===== config.mk =====
export PLATFORM = sky130hd
export DESIGN_NAME = ir_ac_frame_encoder_top
export DESIGN_NICKNAME = d
export VERILOG_FILES = /design/src/design/iracfe_pkg.sv /design/src/design/ir_ac_frame_encoder_top.sv
export SDC_FILE = /design/constraint.sdc
export NUM_CORES = 1
export LEC_CHECK = 0
export BUFFER_PORTS_ARGS = -buffer_cell sky130_fd_sc_hd__buf_4
export CAP_MARGIN = 10
export CORE_ASPECT_RATIO = 1.75
export CORE_MARGIN = 5
export CORE_UTILIZATION = 25
export CTS_CLUSTER_DIAMETER = 30
export DETAILED_ROUTE_END_ITERATION = 12
export MAX_ROUTING_LAYER = met4
export PLACE_DENSITY = 0.51
export SLEW_MARGIN = 20
export SYNTH_ARGS = -nofsm -noshare
export SYNTH_HDL_FRONTEND = slang
export SYNTH_SLANG_ARGS = --single-unit

===== constraint.sdc =====
create_clock -name clk_i -period 2.7 [get_ports clk_i]
set_input_delay 0.135 -clock clk_i [delete_from_list [all_inputs] [get_ports clk_i]]
set_output_delay 0.135 -clock clk_i [all_outputs]
set_load 0.01 [all_outputs]

===== src/design/iracfe_pkg.sv =====
package iracfe_pkg;

  localparam int unsigned FrameBits = 64;
  localparam int unsigned DurW      = 16;
  localparam int unsigned CntW      = $clog2(FrameBits);

  localparam int unsigned InDataW   = 16;
  localparam int unsigned OutDataW  = 40;

  localparam logic [DurW-1:0] OneDurReset  = 16'd1630;
  localparam logic [DurW-1:0] ZeroDurReset = 16'd560;

  typedef enum logic {
    REG_ONE_DUR  = 1'b0,
    REG_ZERO_DUR = 1'b1
  } cfg_reg_e;

  typedef logic [FrameBits-1:0] frame_t;

  function automatic logic [3:0] rev4(input logic [3:0] v);
    rev4 = {v[0], v[1], v[2], v[3]};
  endfunction

  // Packs one command and appends the checksum. The checksum is the sum of the
  // fourteen upper nibbles, each reversed, and the 8-bit sum is reversed again.
  function automatic frame_t build_frame(input logic [3:0] power,
                                         input logic [1:0] mode,
                                         input logic [2:0] fan,
                                         input logic [5:0] temp);
    frame_t     f;
    logic [7:0] sum;
    f          = '0;
    sum        = '0;
    f[63]      = 1'b1;
    f[55:54]   = mode;
    f[53:51]   = fan;
    f[46:41]   = {temp[0], temp[1], temp[2], temp[3], temp[4], temp[5]};
    f[19:16]   = power;
    for (int n = 2; n < 16; n++) begin
      sum = sum + {4'd0, rev4(f[n*4 +: 4])};
    end
    f[7:0] = {sum[0], sum[1], sum[2], sum[3], sum[4], sum[5], sum[6], sum[7]};
    build_frame = f;
  endfunction

endpackage


===== src/design/ir_ac_frame_encoder_top.sv =====
// Channel | Direction | Transfer contents
// s_axis  | in        | tdata: power_code[3:0], mode_code[5:4], fan_code[8:6],
//         |           |        temperature[14:9], zero fill
// m_axis  | out       | tdata: bit_value[0], first_half[16:1], second_half[32:17],
//         |           |        zero fill; tlast: last_bit
// cfg     | in        | register write, no read-back
//
// Each command produces 64 output transfers, one per cycle while m_axis_tready is
// high; the frame shift register sets this figure. One command waits in the input
// register while the previous frame shifts out. Reset clears all valid flags and
// loads the default durations.
// A stall on m_axis holds the output register and the shift register.
module ir_ac_frame_encoder_top (
  input  logic                              clk_i,
  input  logic                              rst_ni,
  input  logic                              s_axis_tvalid,
  output logic                              s_axis_tready,
  // power_code[3:0], mode_code[5:4], fan_code[8:6], temperature[14:9]
  input  logic [iracfe_pkg::InDataW-1:0]    s_axis_tdata,
  output logic                              m_axis_tvalid,
  input  logic                              m_axis_tready,
  // bit_value[0], first_half[16:1], second_half[32:17]
  output logic [iracfe_pkg::OutDataW-1:0]   m_axis_tdata,
  output logic                              m_axis_tlast,
  input  logic                              cfg_we_i,
  input  logic                              cfg_idx_i,
  input  logic [iracfe_pkg::DurW-1:0]       cfg_data_i
);
  import iracfe_pkg::*;

  logic [DurW-1:0] one_dur_q, zero_dur_q;

  logic       in_valid_q;
  logic [3:0] power_q;
  logic [1:0] mode_q;
  logic [2:0] fan_q;
  logic [5:0] temp_q;

  logic            busy_q;
  frame_t          frame_q;
  logic [CntW-1:0] cnt_q;

  logic out_valid_q, out_bit_q, out_last_q;

  logic out_adv, shift_last, shift_free, load, in_take;

  assign out_adv    = !out_valid_q || m_axis_tready;
  assign shift_last = (cnt_q == CntW'(FrameBits - 1));
  assign shift_free = !busy_q || (out_adv && shift_last);
  assign load       = shift_free && in_valid_q;
  assign in_take    = s_axis_tvalid && s_axis_tready;

  assign s_axis_tready = !in_valid_q || load;

  always_ff @(posedge clk_i or negedge rst_ni) begin
    if (!rst_ni) begin
      one_dur_q  <= OneDurReset;
      zero_dur_q <= ZeroDurReset;
    end else if (cfg_we_i) begin
      case (cfg_reg_e'(cfg_idx_i))
        REG_ONE_DUR:  one_dur_q  <= cfg_data_i;
        REG_ZERO_DUR: zero_dur_q <= cfg_data_i;
        default: ;
      endcase
    end
  end

  always_ff @(posedge clk_i or negedge rst_ni) begin
    if (!rst_ni) begin
      in_valid_q <= 1'b0;
    end else if (s_axis_tready) begin
      in_valid_q <= s_axis_tvalid;
    end
  end

  always_ff @(posedge clk_i) begin
    if (in_take) begin
      power_q <= s_axis_tdata[3:0];
      mode_q  <= s_axis_tdata[5:4];
      fan_q   <= s_axis_tdata[8:6];
      temp_q  <= s_axis_tdata[14:9];
    end
  end

  always_ff @(posedge clk_i or negedge rst_ni) begin
    if (!rst_ni) begin
      busy_q <= 1'b0;
      cnt_q  <= '0;
    end else if (load) begin
      busy_q <= 1'b1;
      cnt_q  <= '0;
    end else if (busy_q && out_adv) begin
      busy_q <= !shift_last;
      cnt_q  <= cnt_q + CntW'(1);
    end
  end

  always_ff @(posedge clk_i) begin
    if (load) begin
      frame_q <= build_frame(power_q, mode_q, fan_q, temp_q);
    end else if (busy_q && out_adv) begin
      frame_q <= {frame_q[FrameBits-2:0], 1'b0};
    end
  end

  always_ff @(posedge clk_i or negedge rst_ni) begin
    if (!rst_ni) begin
      out_valid_q <= 1'b0;
    end else if (out_adv) begin
      out_valid_q <= busy_q;
    end
  end

  always_ff @(posedge clk_i) begin
    if (out_adv && busy_q) begin
      out_bit_q  <= frame_q[FrameBits-1];
      out_last_q <= shift_last;
    end
  end

  // The user must rewrite durations only while idle (not enforced), so selecting
  // them after the output register keeps the payload stable during a stall.
  assign m_axis_tvalid = out_valid_q;
  assign m_axis_tlast  = out_last_q;
  assign m_axis_tdata  = {7'd0,
                          out_bit_q ? zero_dur_q : one_dur_q,
                          out_bit_q ? one_dur_q : zero_dur_q,
                          out_bit_q};

endmodule

Yosys cells after proc, flatten, opt, wreduce, memory -nomap -nowiden. Cells that the tools add are included.

Bits in registers: 122. Input port bits: 38. Output and inout bits: 43. Word-level logic and storage cells: 44.

Add/sub/neg operators: 6. Equality and inequality tests: 1. Multiplexer cells: 8. Bitwise logic cells: 1. Reduce and logical (&&, ||, !) cells: 14.

Operators by type and width (count): two-way mux 56 bit (2); two-way mux 16 bit (2); two-way mux 6 bit (2); adder 7 x 4 -> 8 bit (1); adder 8 x 1 -> 8 bit, second input constant (1); adder 6 x 1 -> 7 bit (1); adder 5 x 4 -> 6 bit (1); adder 6 x 1 -> 6 bit, second input constant (1); equality test 6 bit, second input constant (1); adder 4 x 3 -> 5 bit (1); logical AND 1 bit (4); logical NOT 1 bit (4); AND reduction 2 bit (2); logical OR 1 bit (3); two-way mux 1 bit (2); nonzero test 2 bit (1); NOT 1 bit (1).

Logic depth before layout (Yosys ltp).
Depth in word-level cells: 7. Gate-level depth with buffers: 9. Mapped depth without buffers: 9.

Worst setup path before layout. No wires, ideal clock.

Path kind: flip-flop to flip-flop. From: register power_q[2]. To: register frame_q[2], data pin. Library setup time: 254 ps. Data arrival time: 2340 ps. Required time: 2446 ps. Slack: 107 ps. Stages on the path, launching flop included: 8. Buffers on the path: 0. Period minus slack after synthesis: 2593 ps. Cell sequence: edfxtp_1 -> fa_1 -> fa_1 -> ha_1 -> fa_1 -> a21o_1 -> a21oi_1 -> nor2_1.

Cells in the longest elaborated chain, start to end: 6.

RTL lines: from (decl) (line ir_ac_frame_encoder_top.sv:34) `logic [3:0] power_q;`; from (signal assigned) (line ir_ac_frame_encoder_top.sv:78) `power_q <= s_axis_tdata[3:0];`; adder 4 x 3 -> 5 bit (line iracfe_pkg.sv:40) `sum = sum + {4'd0, rev4(f[n*4 +: 4])};`; adder 5 x 4 -> 6 bit (line iracfe_pkg.sv:40); adder 6 x 1 -> 7 bit (line iracfe_pkg.sv:40); adder 7 x 4 -> 8 bit (line iracfe_pkg.sv:40); adder 8 x 1 -> 8 bit (line iracfe_pkg.sv:40); two-way mux 56 bit (line ir_ac_frame_encoder_top.sv:99) `if (load) begin`; to (signal assigned) (line ir_ac_frame_encoder_top.sv:100) `frame_q <= build_frame(power_q, mode_q, fan_q, temp_q);`; to (signal assigned) (line ir_ac_frame_encoder_top.sv:102) `frame_q <= {frame_q[FrameBits-2:0], 1'b0};`; to (decl) (line ir_ac_frame_encoder_top.sv:40) `frame_t frame_q;`.

No other way between the ends. A chain may end at the register's enable or synchronous reset.

Final worst setup path.
From: register temp_q[0]. To: register frame_q[2], data pin.

Cells in the longest elaborated chain, start to end: 5.

RTL lines: from (decl) (line ir_ac_frame_encoder_top.sv:37) `logic [5:0] temp_q;`; from (signal assigned) (line ir_ac_frame_encoder_top.sv:81) `temp_q <= s_axis_tdata[14:9];`; adder 5 x 4 -> 6 bit (line iracfe_pkg.sv:40); adder 6 x 1 -> 7 bit (line iracfe_pkg.sv:40); adder 7 x 4 -> 8 bit (line iracfe_pkg.sv:40); adder 8 x 1 -> 8 bit (line iracfe_pkg.sv:40); two-way mux 56 bit (line ir_ac_frame_encoder_top.sv:99).

No other way between the ends.

==> impl_metrics.py <==
metrics = {
    "detailed_routing": {
        "routed_wl_mm": 10.9,
        "via_per_inst": 4.30,
        "antenna_left": 0,
        "first_pass_iters": 5,
        "vias": 3640,
        "route.detailed.drc": 0,
        "drt-initial-drc-count": 185,
        "wire_per_inst_um": 12.8,
    },
    "timing": {
        "fin_skew_ns": 0.0153,
        "slew_viol_final": 0,
        "finalHoldViolations": 0,
        "max_freq_mhz": 389,
        "setup-violations-final": 0,
        "fin_crit_sh": 0.951,
        "rsz0062_at_grt": "no",
        "relSlewSlack": 0.463,
        "fin_crit_ns": 2.57,
        "setup_tns_ns": 0,
        "tightest_slew_ns": 0.803,
    },
    "floorplanning": {
        "die_w_um": 120,
        "num_io_pins": 81,
        "start_util": 0.254,
        "die_h_um": 203,
        "dieArea_um2": 24400,
        "rows": 70,
        "design.core.area_um2": 20900,
    },
    "yosys": {
        "ys.warnings.count": 0,
        "yosysTopAreaCell": "edfxtp_1",
        "synth_cell_types": 39,
        "syn_area_um2": 5310,
        "ys_ff_latch": 120,
        "avgSynthCellArea_um2": 11.1,
        "netlist_instances": 479,
        "seq_area_frac_synth": 0.565,
        "synthTopCellsByArea": "edfxtp_1 (21%), dfxtp_1 (15%), dfrtp_1 (15%), mux2_2 (14%), nand2_1 (9.3%)",
        "synth_top_area_frac": 0.215,
    },
    "clocking": {
        "clk_pin_slew_ns": 0.06,
        "cts_made_buffers": 17,
        "cts_root_buffer": "clkbuf_16",
        "cts_sinks": 120,
        "worstSkewPairLatency_ns": 0.41,
        "cts_tree": "done",
        "h-tree-depth": 4,
        "clockBufferDepth": 2,
    },
    "finish": {
        "num-nets-final": 634,
        "layout_common_cells": "nand2_1 (131), buf_4 (79), mux2_2 (64), a21oi_1 (43), dfxtp_1 (41)",
        "area_delta_synth_final_pct": 32.1,
        "antenna_cells": 0,
        "finalNonFillerCells": 847,
        "drive_above_1_share": 0.328,
        "final_common_cell": "nand2_1",
    },
    "worst_setup_path": {
        "worstSetupStartpointType": "register",
        "arrival_ns": 2.73,
        "cp-end-kind": "register",
        "critical_path_required_ns": 2.86,
        "criticalPathCategory": "reg2reg",
        "crit_fanout": 2,
    },
    "grt": {
        "antenna_found_initial": 0,
        "grt_use_total": 0.0960,
        "grt_max_degree": 49,
        "grt_pass1_wl_mm": 18.4,
        "grt_pass1_vias": 3728,
        "globalRoute.totalOverflow": 0,
    },
    "placement": {
        "dp_hpwl_mm": 7.43,
        "io_buffer_count": 72,
        "dp.cells": 782,
        "routabilityCongestion": 0.721,
    },
    "power": {
        "power.internal_mw": 4.06,
        "vdd_drop_max_mv": 0.440,
        "clkPwrFrac": 0.430,
        "p_seq_frac": 0.421,
        "powerDensity_nw_per_um2": 762,
        "leakage_nw": 2.84,
        "p_comb_frac": 0.149,
        "p_sw_mw": 1.28,
        "switching_share": 0.240,
    },
    "flow_run": {
        "max-cap-violations": 0,
    },
    "status": {
        "status": "complete, no violations",
    },
    "worst_hold_path": {
        "hp-class": "in2reg",
    },
}
[through the flow]
stage | hold slack [ns] | util | instance area, µm² | total power [mW] | setup slack, ns
after floorplan | -0.161 | - | 5330 | 2.74 | 0.107
after global placement | 0.143 | 0.289 | 6040 | 3.01 | 0.0253
after detailed placement | 0.159 | 0.289 | 6040 | 3.05 | 0.0308
after CTS | 0.113 | 0.334 | 7000 | 5.43 | 0.0286
after global routing | 0.132 | 0.335 | 7010 | 5.62 | 0.0265
final | 0.150 | 0.335 | 7010 | 5.34 | 0.132
[cell type report]
class | count | area (µm²)
clock buffer | 26 | 586
clock inverter | 6 | 42.5
fill | 2096 | 13900
inverter | 13 | 48.8
multi-input combinational | 317 | 2080
sequential | 120 | 3000
tap | 252 | 315
timing repair buffer | 113 | 943
[logic make-up after synthesis]
kind of cell,share of synthesized area
and+or+nand+nor,0.113
buffers and inverters,0.0504
xor gates and xnor gates,0.00825
DFF,0.565
AOI/OAI and AO/OA,0.0837
other,0.000706
adders and majority gates,0.0429
muxes,0.136
[worst paths after layout]
kind	from	end	slack (ns)	cells after the start
max	temp_q[0]$_DFFE_PP_	frame_q[2]$_DFFE_PP_	0.13	7
min	m_axis_tready	m_axis_tvalid$_DFFE_PN0P_	0.15	3
max reg2reg	temp_q[0]$_DFFE_PP_	frame_q[2]$_DFFE_PP_	0.13	7
min reg2reg	frame_q[63]$_SDFFE_PP1P_	out_bit_q$_DFFE_PP_	0.44	0
max in group asynchronous	rst_ni	zero_dur_q[5]$_DFFE_PN1P_	2.07	2
min in group asynchronous	rst_ni	one_dur_q[7]$_DFFE_PN0P_	0.26	2
[synthesized netlist by cell type (all sizes together)]
master	n
o2bb2ai	1
o41ai	1
o21ai	24
a21o	2
edfxtp	38
or3	1
inv	13
nor2b	1
mux2	64
nor3	1
dfstp	10
nand2	131
nand3b	1
ha	7
and2	1
a2111oi	2
xor2	2
a21oi	45
o31ai	1
nand3	3
dfrtp	31
buf	28
nand2b	3
conb	1
or2	1
dfxtp	41
clkbuf	7
o311a	1
nor2	6
and2b	1
xnor2	3
fa	7
[state kept, by name, summed over array words and instances, names as in the netlist, 2 cells and up]
name and cells:
mode_q 2, cnt_q 6, frame_q 62, temp_q 6, power_q 4, zero_dur_q 16
fan_q 3, one_dur_q 16
[worst max-delay path, cell delays in order (launching register included)]
cell,delay [ns]
edfxtp_1,0.41
fa_1,0.57
fa_1,0.42
ha_2,0.21
fa_2,0.34
a21o_1,0.20
a21oi_2,0.13
nor2_1,0.04
[power groups by stage]
stage | clock [mW] | combinational, mW | sequential (mW)
floorplan | 0 | 0.492 | 2.25
global placement | 0 | 0.747 | 2.27
detailed placement | 0 | 0.767 | 2.28
CTS | 2.37 | 0.810 | 2.25
global route | 2.45 | 0.886 | 2.28
finish | 2.29 | 0.798 | 2.25
[what timing repair did]
| action | 4_1_cts | 5_1_grt |
|---|---|---|
| buffers inserted | 0 | 0 |
| gates resized for setup | 0 | 4 |
| hold endpoints to repair | 79 | 0 |
| hold buffers | 33 | 0 |
| setup endpoints to repair | 0 | 3 |
[routing by layer]
layer  track usage  wire length (µm)  vias up
met5             -                 0        -
met4        0.0283                78        0
met3        0.0321               597        8
met2         0.163              5630       93
met1         0.107              4550     1729
li1              -                 -     1810
Power figures use the tool's default switching activity.
